==> src/tsh_pkg.sv <==
`default_nettype none

package tsh_pkg;

   // Lanes carried on the ports; only the first NUM_VALUES take part in the sort.
   localparam int LANES       = 8;
   localparam int NUM_VALUES  = 8;
   localparam int SAMPLE_W    = 24;
   localparam int QUEUE_DEPTH = 2;

   typedef logic signed [SAMPLE_W-1:0] sample_type;
   typedef sample_type lanes_type [LANES];

   // One classified beat handed from the front to the back.
   typedef struct {
      logic      fire;
      lanes_type value;
   } entry_type;

   // One layer of an odd-even transposition network: compare-exchange the
   // neighbor pairs whose lower index has the given parity.
   function automatic lanes_type sort_layer(lanes_type d, logic phase);
      lanes_type r;
      r = d;
      for (int i = 0; i < LANES - 1; i++) begin
         if ((i + 1 < NUM_VALUES) && (i[0] == phase)) begin
            if (d[i] > d[i+1]) begin
               r[i]   = d[i+1];
               r[i+1] = d[i];
            end
         end
      end
      return r;
   endfunction

endpackage

`default_nettype wire

==> src/tsh_front.sv <==
`default_nettype none

module tsh_front (
   input  wire logic                clock,
   input  wire logic                reset,
   input  wire logic                req_valid,
   output logic                     req_ready,
   input  wire tsh_pkg::sample_type req_trigger,
   input  wire tsh_pkg::lanes_type  req_values,
   output logic                     push_valid,
   input  wire logic                push_ready,
   output tsh_pkg::entry_type       push_entry
);

   logic was_pos_ff;
   logic was_pos_in;
   logic positive;
   logic accept;

   assign positive   = (req_trigger > 0);
   assign req_ready  = push_ready;
   assign push_valid = req_valid;
   assign accept     = req_valid && push_ready;

   // Fire on a rising edge above zero; drop lanes beyond the sort width.
   always_comb begin
      push_entry.fire = positive && !was_pos_ff;
      for (int i = 0; i < tsh_pkg::LANES; i++) begin
         push_entry.value[i] = (i < tsh_pkg::NUM_VALUES) ? req_values[i] : '0;
      end
   end

   assign was_pos_in = accept ? positive : was_pos_ff;

   always_ff @(posedge clock) begin
      if (reset) begin
         was_pos_ff <= 1'b0;
      end else begin
         was_pos_ff <= was_pos_in;
      end
   end

endmodule

`default_nettype wire

==> src/tsh_queue.sv <==
`default_nettype none

module tsh_queue (
   input  wire logic               clock,
   input  wire logic               reset,
   input  wire logic               push_valid,
   output logic                    push_ready,
   input  wire tsh_pkg::entry_type push_entry,
   output logic                    pop_valid,
   input  wire logic               pop,
   output tsh_pkg::entry_type      pop_entry
);

   localparam int PTR_W = (tsh_pkg::QUEUE_DEPTH > 1) ? $clog2(tsh_pkg::QUEUE_DEPTH) : 1;
   localparam int CNT_W = $clog2(tsh_pkg::QUEUE_DEPTH + 1);

   tsh_pkg::entry_type mem_ff [tsh_pkg::QUEUE_DEPTH];
   logic [PTR_W-1:0]   wr_ptr_ff, wr_ptr_in;
   logic [PTR_W-1:0]   rd_ptr_ff, rd_ptr_in;
   logic [CNT_W-1:0]   count_ff, count_in;
   logic               do_push;
   logic               do_pop;

   assign push_ready = (count_ff != CNT_W'(tsh_pkg::QUEUE_DEPTH));
   assign pop_valid  = (count_ff != '0);
   assign do_push    = push_valid && push_ready;
   assign do_pop     = pop && pop_valid;
   assign pop_entry  = mem_ff[rd_ptr_ff];

   always_comb begin
      wr_ptr_in = wr_ptr_ff;
      rd_ptr_in = rd_ptr_ff;
      count_in  = count_ff;
      if (do_push) begin
         wr_ptr_in = (wr_ptr_ff == PTR_W'(tsh_pkg::QUEUE_DEPTH - 1)) ? '0 : wr_ptr_ff + 1'b1;
      end
      if (do_pop) begin
         rd_ptr_in = (rd_ptr_ff == PTR_W'(tsh_pkg::QUEUE_DEPTH - 1)) ? '0 : rd_ptr_ff + 1'b1;
      end
      if (do_push && !do_pop) begin
         count_in = count_ff + 1'b1;
      end else if (do_pop && !do_push) begin
         count_in = count_ff - 1'b1;
      end
   end

   always_ff @(posedge clock) begin
      if (reset) begin
         wr_ptr_ff <= '0;
         rd_ptr_ff <= '0;
         count_ff  <= '0;
      end else begin
         wr_ptr_ff <= wr_ptr_in;
         rd_ptr_ff <= rd_ptr_in;
         count_ff  <= count_in;
      end
   end

   always_ff @(posedge clock) begin
      if (do_push) begin
         mem_ff[wr_ptr_ff] <= push_entry;
      end
   end

   a_count_bound: assert property (@(posedge clock) disable iff (reset)
      count_ff <= CNT_W'(tsh_pkg::QUEUE_DEPTH))
      else $error("queue fill count out of range");

   a_pop_needs_data: assert property (@(posedge clock) disable iff (reset)
      !pop_valid |=> (count_ff <= CNT_W'(1)))
      else $error("queue filled by more than one beat from empty");

endmodule

`default_nettype wire

==> src/tsh_back.sv <==
`default_nettype none

module tsh_back (
   input  wire logic               clock,
   input  wire logic               reset,
   input  wire logic               q_valid,
   output logic                    q_pop,
   input  wire tsh_pkg::entry_type q_entry,
   output logic                    rsp_valid,
   input  wire logic               rsp_ready,
   output tsh_pkg::lanes_type      held
);

   localparam int STAGES = tsh_pkg::NUM_VALUES;
   localparam int LAST   = STAGES - 1;

   logic               advance;
   logic               valid_ff [STAGES];
   logic               fire_ff  [STAGES];
   tsh_pkg::lanes_type data_ff  [STAGES];
   tsh_pkg::lanes_type data_in  [STAGES];
   logic               rsp_valid_ff;
   tsh_pkg::lanes_type held_ff;
   logic               held_order_ok;
   logic [tsh_pkg::LANES*tsh_pkg::SAMPLE_W-1:0] held_flat;

   // Whole network moves together; it stalls only when the result is stuck.
   assign advance   = !rsp_valid_ff || rsp_ready;
   assign q_pop     = q_valid && advance;
   assign rsp_valid = rsp_valid_ff;
   assign held      = held_ff;

   for (genvar s = 0; s < STAGES; s++) begin : g_stage
      localparam logic PHASE = 1'(s % 2);
      if (s == 0) begin : g_first
         assign data_in[s] = tsh_pkg::sort_layer(q_entry.value, PHASE);
         always_ff @(posedge clock) begin
            if (reset) begin
               valid_ff[s] <= 1'b0;
            end else if (advance) begin
               valid_ff[s] <= q_valid;
            end
         end
         always_ff @(posedge clock) begin
            if (advance) begin
               fire_ff[s] <= q_entry.fire;
               data_ff[s] <= data_in[s];
            end
         end
      end else begin : g_rest
         assign data_in[s] = tsh_pkg::sort_layer(data_ff[s-1], PHASE);
         always_ff @(posedge clock) begin
            if (reset) begin
               valid_ff[s] <= 1'b0;
            end else if (advance) begin
               valid_ff[s] <= valid_ff[s-1];
            end
         end
         always_ff @(posedge clock) begin
            if (advance) begin
               fire_ff[s] <= fire_ff[s-1];
               data_ff[s] <= data_in[s];
            end
         end
      end
   end

   // Capture the sorted set on a fire beat, otherwise hold the previous one.
   always_ff @(posedge clock) begin
      if (reset) begin
         rsp_valid_ff <= 1'b0;
         held_ff      <= '{default: '0};
      end else if (advance) begin
         rsp_valid_ff <= valid_ff[LAST];
         if (valid_ff[LAST] && fire_ff[LAST]) begin
            held_ff <= data_ff[LAST];
         end
      end
   end

   always_comb begin
      held_order_ok = 1'b1;
      for (int i = 0; i < tsh_pkg::NUM_VALUES - 1; i++) begin
         if (held_ff[i] > held_ff[i+1]) begin
            held_order_ok = 1'b0;
         end
      end
      for (int i = 0; i < tsh_pkg::LANES; i++) begin
         held_flat[i*tsh_pkg::SAMPLE_W +: tsh_pkg::SAMPLE_W] = held_ff[i];
      end
   end

   a_held_sorted: assert property (@(posedge clock) disable iff (reset)
      held_order_ok)
      else $error("held values not in ascending order");

   a_hold_without_fire: assert property (@(posedge clock) disable iff (reset)
      !(advance && valid_ff[LAST] && fire_ff[LAST]) |=> $stable(held_flat))
      else $error("held values changed without a fire beat");

   a_rsp_from_pipe: assert property (@(posedge clock) disable iff (reset)
      $rose(rsp_valid_ff) |-> $past(valid_ff[LAST]))
      else $error("result raised without a beat leaving the network");

endmodule

`default_nettype wire

==> src/triggered_sort_and_hold_unit.sv <==
`default_nettype none

// Triggered sort-and-hold.
// Input channel (req_*): one beat per sample tick, carrying a signed 24-bit
// trigger and eight signed 24-bit values. A beat moves when req_valid and
// req_ready are both high at a rising clock edge.
// Result channel (rsp_*): exactly one beat per input beat, in order, carrying
// the eight held values sorted ascending (rsp_sorted_0 is the smallest).
// A beat whose trigger is above zero while the previous beat's trigger was at
// or below zero captures its values; all other beats repeat the held set.
// From accept to rsp_valid, the queue entry feeds the first layer of the
// odd-even transposition network, each layer is registered, and the result
// then passes through the output register.
// Throughput: one beat per cycle while the receiver does not stall the result.
// Reset (synchronous, active high): held values clear to zero, the trigger
// history clears to "not positive", queue and pipeline empty.
// Receiver stall: the network and output register hold; the two-entry queue
// absorbs the beats in flight and req_ready drops once it is full.
module triggered_sort_and_hold_unit (
   input  wire logic                clock,
   input  wire logic                reset,

   input  wire logic                req_valid,
   output logic                     req_ready,
   input  wire logic signed [23:0]  req_trigger,
   input  wire logic signed [23:0]  req_value_0,
   input  wire logic signed [23:0]  req_value_1,
   input  wire logic signed [23:0]  req_value_2,
   input  wire logic signed [23:0]  req_value_3,
   input  wire logic signed [23:0]  req_value_4,
   input  wire logic signed [23:0]  req_value_5,
   input  wire logic signed [23:0]  req_value_6,
   input  wire logic signed [23:0]  req_value_7,

   output logic                     rsp_valid,
   input  wire logic                rsp_ready,
   output logic signed [23:0]       rsp_sorted_0,
   output logic signed [23:0]       rsp_sorted_1,
   output logic signed [23:0]       rsp_sorted_2,
   output logic signed [23:0]       rsp_sorted_3,
   output logic signed [23:0]       rsp_sorted_4,
   output logic signed [23:0]       rsp_sorted_5,
   output logic signed [23:0]       rsp_sorted_6,
   output logic signed [23:0]       rsp_sorted_7
);

   tsh_pkg::lanes_type req_values;
   tsh_pkg::lanes_type held;
   tsh_pkg::entry_type push_entry;
   tsh_pkg::entry_type pop_entry;
   logic               push_valid;
   logic               push_ready;
   logic               pop_valid;
   logic               pop;

   // Gather the value lanes into one array.
   assign req_values[0] = req_value_0;
   assign req_values[1] = req_value_1;
   assign req_values[2] = req_value_2;
   assign req_values[3] = req_value_3;
   assign req_values[4] = req_value_4;
   assign req_values[5] = req_value_5;
   assign req_values[6] = req_value_6;
   assign req_values[7] = req_value_7;

   // Front: detect the rising trigger and tag the beat.
   tsh_front u_front (
      .clock      (clock),
      .reset      (reset),
      .req_valid  (req_valid),
      .req_ready  (req_ready),
      .req_trigger(req_trigger),
      .req_values (req_values),
      .push_valid (push_valid),
      .push_ready (push_ready),
      .push_entry (push_entry)
   );

   // Short queue decoupling the front from the sorting back end.
   tsh_queue u_queue (
      .clock      (clock),
      .reset      (reset),
      .push_valid (push_valid),
      .push_ready (push_ready),
      .push_entry (push_entry),
      .pop_valid  (pop_valid),
      .pop        (pop),
      .pop_entry  (pop_entry)
   );

   // Back: pipelined sorting network plus the hold register.
   tsh_back u_back (
      .clock      (clock),
      .reset      (reset),
      .q_valid    (pop_valid),
      .q_pop      (pop),
      .q_entry    (pop_entry),
      .rsp_valid  (rsp_valid),
      .rsp_ready  (rsp_ready),
      .held       (held)
   );

   // Spread the held set onto the result ports.
   assign rsp_sorted_0 = held[0];
   assign rsp_sorted_1 = held[1];
   assign rsp_sorted_2 = held[2];
   assign rsp_sorted_3 = held[3];
   assign rsp_sorted_4 = held[4];
   assign rsp_sorted_5 = held[5];
   assign rsp_sorted_6 = held[6];
   assign rsp_sorted_7 = held[7];

endmodule

`default_nettype wire
==> config.mk <==
export PLATFORM = sky130hd
export DESIGN_NAME = triggered_sort_and_hold_unit
export DESIGN_NICKNAME = d
export VERILOG_FILES = /design/src/tsh_pkg.sv /design/src/tsh_front.sv /design/src/tsh_queue.sv /design/src/tsh_back.sv /design/src/triggered_sort_and_hold_unit.sv
export SDC_FILE = /design/constraint.sdc
export NUM_CORES = 2
export LEC_CHECK = 0
export ABC_AREA = 1
export BUFFER_PORTS_ARGS = -buffer_cell sky130_fd_sc_hd__buf_2
export CAP_MARGIN = 25
export CELL_PAD_IN_SITES_DETAIL_PLACEMENT = 1
export CELL_PAD_IN_SITES_GLOBAL_PLACEMENT = 1
export CORE_MARGIN = 2
export CORE_UTILIZATION = 53
export DETAILED_ROUTE_END_ITERATION = 10
export GPL_ROUTABILITY_DRIVEN = 0
export PLACE_DENSITY = 0.89
export SLEW_MARGIN = 20
export SYNTH_ARGS = -nofsm -noshare
export SYNTH_HDL_FRONTEND = slang
export SYNTH_SLANG_ARGS = --single-unit
==> constraint.sdc <==
create_clock -name clock -period 97 [get_ports clock]
set_input_delay 4.85 -clock clock [delete_from_list [all_inputs] [get_ports clock]]
set_output_delay 4.85 -clock clock [all_outputs]
set_load 0.01 [all_outputs]
* Word-level counts from Yosys, hierarchy flattened
Memory sizes are Yosys's and may differ from the RTL's. A register that Yosys moved wholly into a read port is not among the register bits.
Cells that the tools add are included.
** Word-level totals
- Register bits after elaboration :: 6
- Bits in writable memories :: 1938
- Input port bits :: 220
- Output and inout port bits :: 194
- Memories :: 4
** Memories
- u_back.data_ff :: depth 8, width 192, read ports 8, clocked after memory_dff 1, wr ports 8, line tsh_back.sv:20 : tsh_pkg::lanes_type data_ff [STAGES];
- u_queue.mem_ff :: depth 2, width 193, read ports 1, clocked after memory_dff 1, wr ports 1, line tsh_queue.sv:17 : tsh_pkg::entry_type mem_ff [tsh_pkg::QUEUE_DEPTH];
- u_back.fire_ff :: depth 8, width 1, read ports 8, clocked after memory_dff 0, wr ports 8, line tsh_back.sv:19 : logic fire_ff [STAGES];
- u_back.valid_ff :: depth 8, width 1, read ports 8, clocked after memory_dff 0, wr ports 8, line tsh_back.sv:18 : logic valid_ff [STAGES];
** Operators by class
- Add/sub/neg operators :: 4
- Order comparisons :: 29
- Equality and inequality tests :: 1
- Muxes and demuxes :: 50
- Bitwise logic cells :: 8
- Reduce and logical (&&, ||, !) cells :: 15
** Operators by type and width (count)
- 2-to-1 mux 48 bit :: 28
- > comparator 24 bit :: 28
- > comparator 24 x 1 -> 1 bit (second input constant) :: 1
- 2-to-1 mux 1 bit :: 20
- bitwise OR 1 bit :: 8
- logical AND 1 bit :: 7
- logical NOT 1 bit :: 4
- 2-to-1 mux 2 bit :: 2
- nonzero test 2 bit :: 2
- adder 1 bit (second input constant) :: 2
- adder 2 x 1 -> 2 bit (second input constant) :: 1
- inequality test 2 bit (second input constant) :: 1
- AND reduction 2 bit :: 1
- subtractor 2 x 1 -> 2 bit (second input constant) :: 1
- logical OR 1 bit :: 1

* Logic depth before layout (Yosys ltp)
- Depth in word-level cells :: 7
- Depth in mapped cells :: 22
- Mapped depth without buffers :: 17

* Hierarchy
From an unflattened synthesis, not the netlist that was laid out.
** Unflattened totals
- Cells, all modules :: 11078
- Area total of the unflattened synthesis :: 108007.3 sq um
** By module, submodules not included
- tsh_back :: instances 1, cells an instance 10217, area each 92189.7 sq um, sequential area each 50468.4 sq um
- tsh_queue :: instances 1, cells an instance 637, area each 14219.9 sq um, sequential area each 11691.2 sq um
- tsh_front :: instances 1, cells an instance 224, area each 1597.8 sq um, sequential area each 20.0 sq um

* Worst setup path before layout
No wires, ideal clock.
- Path type :: in2reg
- Start point :: in rsp_ready
- End point :: mem u_back.valid_ff[1][0], in the netlist u_back.valid_ff[0][1], data pin
- Setup time :: 0.306 ns
- Data arrival time :: 39.926 ns
- Setup slack :: 56.768 ns
- Stages on the path :: 4
- Buffers on the path :: 0
- Cells stage by stage :: nor2_1 > inv_1 > nand2_1 > nor2_1
** RTL lines
- start: declaration :: line triggered_sort_and_hold_unit.sv:36 : input wire logic rsp_ready,
- end: declaration :: line tsh_back.sv:18

==> flow_metrics.env <==
export IMPL_syn_avg_cell_area_um2=9.64
export IMPL_dpl_instance_area_um2=110000
export IMPL_grtUsageMet2_pct=55.4
export IMPL_final_setup_skew_ns=0.0379
export IMPL_synthCells=11000
export IMPL_cp_slowest_cell="sky130_fd_sc_hd__buf_4"
export IMPL_worstSetupEndpointType="flip-flop"
export IMPL_status="complete, no violations"
export IMPL_period_share_pct=11.0
export IMPL_grt_pass1_wl_um=498000
export IMPL_cts_sink_count=2137
export IMPL_critPathKind="primary input to flip-flop"
export IMPL_synth_seq_cells=2137
export IMPL_viasPerCell=5.86
export IMPL_critPathMaxStageDelay_ns=0.92
export IMPL_timing_final_crit_period_ns=10.66
export IMPL_most_common_cell_after_layout_fill_and_taps_aside="sky130_fd_sc_hd__nand2_1"
export IMPL_fmax_mhz=93.8
export IMPL_initial_core_util_pct=53.3
export IMPL_ys_top_cells_by_area="sky130_fd_sc_hd__edfxtp_1, sky130_fd_sc_hd__nand2_1, sky130_fd_sc_hd__ha_1, sky130_fd_sc_hd__nand3_1, sky130_fd_sc_hd__inv_1"
export IMPL_cap_viol_max_count=0
export IMPL_hold_class="flip-flop to flip-flop"
export IMPL_timing_max_slew_rel_slack_pct=25.9
export IMPL_chipHeight_um=452
export IMPL_per_cell_routed_wire_length_um=23.3
export IMPL_die_area_um2=205000
export IMPL_finish_utilization_pct=58.6
export IMPL_r2r_worst_path_cells=9
export IMPL_cp_top_family="buffers and inverters"
export IMPL_total_track_usage_pct=31.2
export IMPL_worstSetupStartpointType="primary input"
export IMPL_yosys_warnings=0
export IMPL_arrival_ns=11.14
export IMPL_antenna_violations_before_repair=4
export IMPL_cts_root_buffer="sky130_fd_sc_hd__clkbuf_16"
export IMPL_setup_viol=0
export IMPL_nNetsFinal=12200
export IMPL_final_fill_count=22100
export IMPL_stdcell_area_um2=117000
export IMPL_buffer_ports_inserted=413
export IMPL_stdcell_count=14100
export IMPL_grt_pass1_vias=87400
export IMPL_unrepaired_setup_endpoints_after_global_routing="no"
export IMPL_num_rows=164
export IMPL_fin_hold_viols=0
export IMPL_multi_input_area_um2=37100
export IMPL_syn_num_nets=11900
export IMPL_cts_hold_buf=0
export IMPL_worst_ep_required_time_ns=97.48
export IMPL_grt_util_met3_pct=4.56
export IMPL_grtUsageMet1_pct=36.8
export IMPL_cp_cell_sequence="buf_2 -> nor2_1 -> inv_8 -> buf_4 -> buf_4 -> buf_4 -> buf_4 -> buf_4 -> buf_6"
export IMPL_hpwl_um=233000
export IMPL_numCtsBuffers=219
export IMPL_place_inst=13700
export IMPL_synth_top_area_share_pct=54.6
export IMPL_reg2reg_slack_ns=90.14
export IMPL_final_max_slew_violation_count=0
export IMPL_cells_on_worst_hold_path=0
export IMPL_crit_path_frequent_cell="sky130_fd_sc_hd__buf_4"
export IMPL_path_depth=9
export IMPL_post_cts_setup_buffers=0
export IMPL_path_clk_slew_ns=0.06
export IMPL_cts_htree_levels=4
export IMPL_cell_type_contributing_the_most_total_cell_area_after_synthesis="sky130_fd_sc_hd__edfxtp_1"
export IMPL_ctsResizeCount=0
export IMPL_register_area_um2=62200
export IMPL_setup_total_negative_slack_ns=0
export IMPL_postRouteWirelength_um=329000
export IMPL_cp_max_fo=126
export IMPL_cts_buffer_depth=3
export IMPL_drtAntennaViolNets=0
export IMPL_syn_to_final_growth_pct=10.0
export IMPL_cts_tree="built"
export IMPL_synth_area_um2=107000
export IMPL_library_cells_used_by_synthesis=29
export IMPL_num_io_pins=414
export IMPL_drtIter0Drc=7366
export IMPL_die_width_um=452
export IMPL_grt_busiest_layer="met2"
export IMPL_slew_at_the_pin_closest_to_its_max_slew_limit_ns=1.11
export IMPL_drt_pre_antenna_iters=6
export IMPL_number_of_buffer_and_inverter_instances_along_the_worst_setup_path=8
export IMPL_synth_sequential_area_ratio_pct=58.4
export IMPL_clock_latency_ns=0.88
export IMPL_vias=82700
export IMPL_post_route_drc_count=0
export IMPL_final_cell_mix="sky130_fd_sc_hd__nand2_1, sky130_fd_sc_hd__edfxtp_1, sky130_fd_sc_hd__nand3_1, sky130_fd_sc_hd__inv_1, sky130_fd_sc_hd__ha_1"
export IMPL_core_area_um2=200000
export IMPL_grt_max_degree=189
export IMPL_grt_overflow_total=0
export IMPL_post_route_cells_drive_above_1_share_pct=8.50
-- flip-flops by register name, indices dropped and copies added, names as in the netlist, 2 cells and up, named ones only --
signal and cells:
u_back.held 192, u_back.data_ff 1536, u_queue.mem_ff 386, u_back.valid_ff 8
u_queue.count_ff 2, u_back.fire_ff 8
-- Yosys cell counts, drive strengths merged --
master / count
nor2: 640
inv: 1105
and3: 1
nand3: 1419
nand4: 130
a21o: 52
nor3: 9
clkinv: 1
nand2: 3705
nand3b: 5
a21oi: 229
mux2: 97
ha: 673
o21bai: 1
nor4: 6
xor2: 1
edfxtp: 1938
dfxtp: 199
clkbuf: 136
o21ai: 321
buf: 379
-- through the flow --
stage	setup WS (ns)	hold WS, ns
final	86.34	0.416
after global routing	85.91	0.421
after CTS	86.15	0.411
after detailed placement	85.23	0.405
after global placement	85.69	0.403
after floorplan	56.77	0.400
-- worst paths after layout --
check,startpoint,end
max,rsp_ready,u_back.data_ff[2][49]
min,u_back.fire_ff[0][2],u_back.fire_ff[0][3]
max reg2reg,u_back.rsp_valid,u_back.data_ff[2][49]
min reg2reg,u_back.fire_ff[0][2],u_back.fire_ff[0][3]
-- kinds of logic after synthesis --
logic type | Yosys count | share of synthesized area, %
AOI/OAI and AO/OA | 603 | 2.96
buffers and inverters | 1621 | 6.81
xor gates and xnor gates | 1 | 0.00822
muxes | 97 | 1.03
DFF | 2137 | 58.4
adders and majority gates | 673 | 7.90
and+or+nand+nor | 5915 | 22.9
-- final cells by class --
class / instances / area share [%]
Inverter: 1106 / 3.55
Antenna cell: 3 / 0.00641
Clock inverter: 135 / 1.14
Multi-Input combinational cell: 7289 / 31.7
Clock buffer: 279 / 5.14
Timing Repair Buffer: 514 / 2.57
Sequential cell: 2137 / 53.1
Tap cell: 2656 / 2.84
-- routing by layer --
metal  share of wire, %  wire length, um
met2                 51           166000
met1                 38           124000
met3                6.1            20100
met4                5.5            18000
met5             0.0091               30
Power is not shown: default switching activity piles up to over one toggle a cycle in this logic, so the estimate is an artifact.
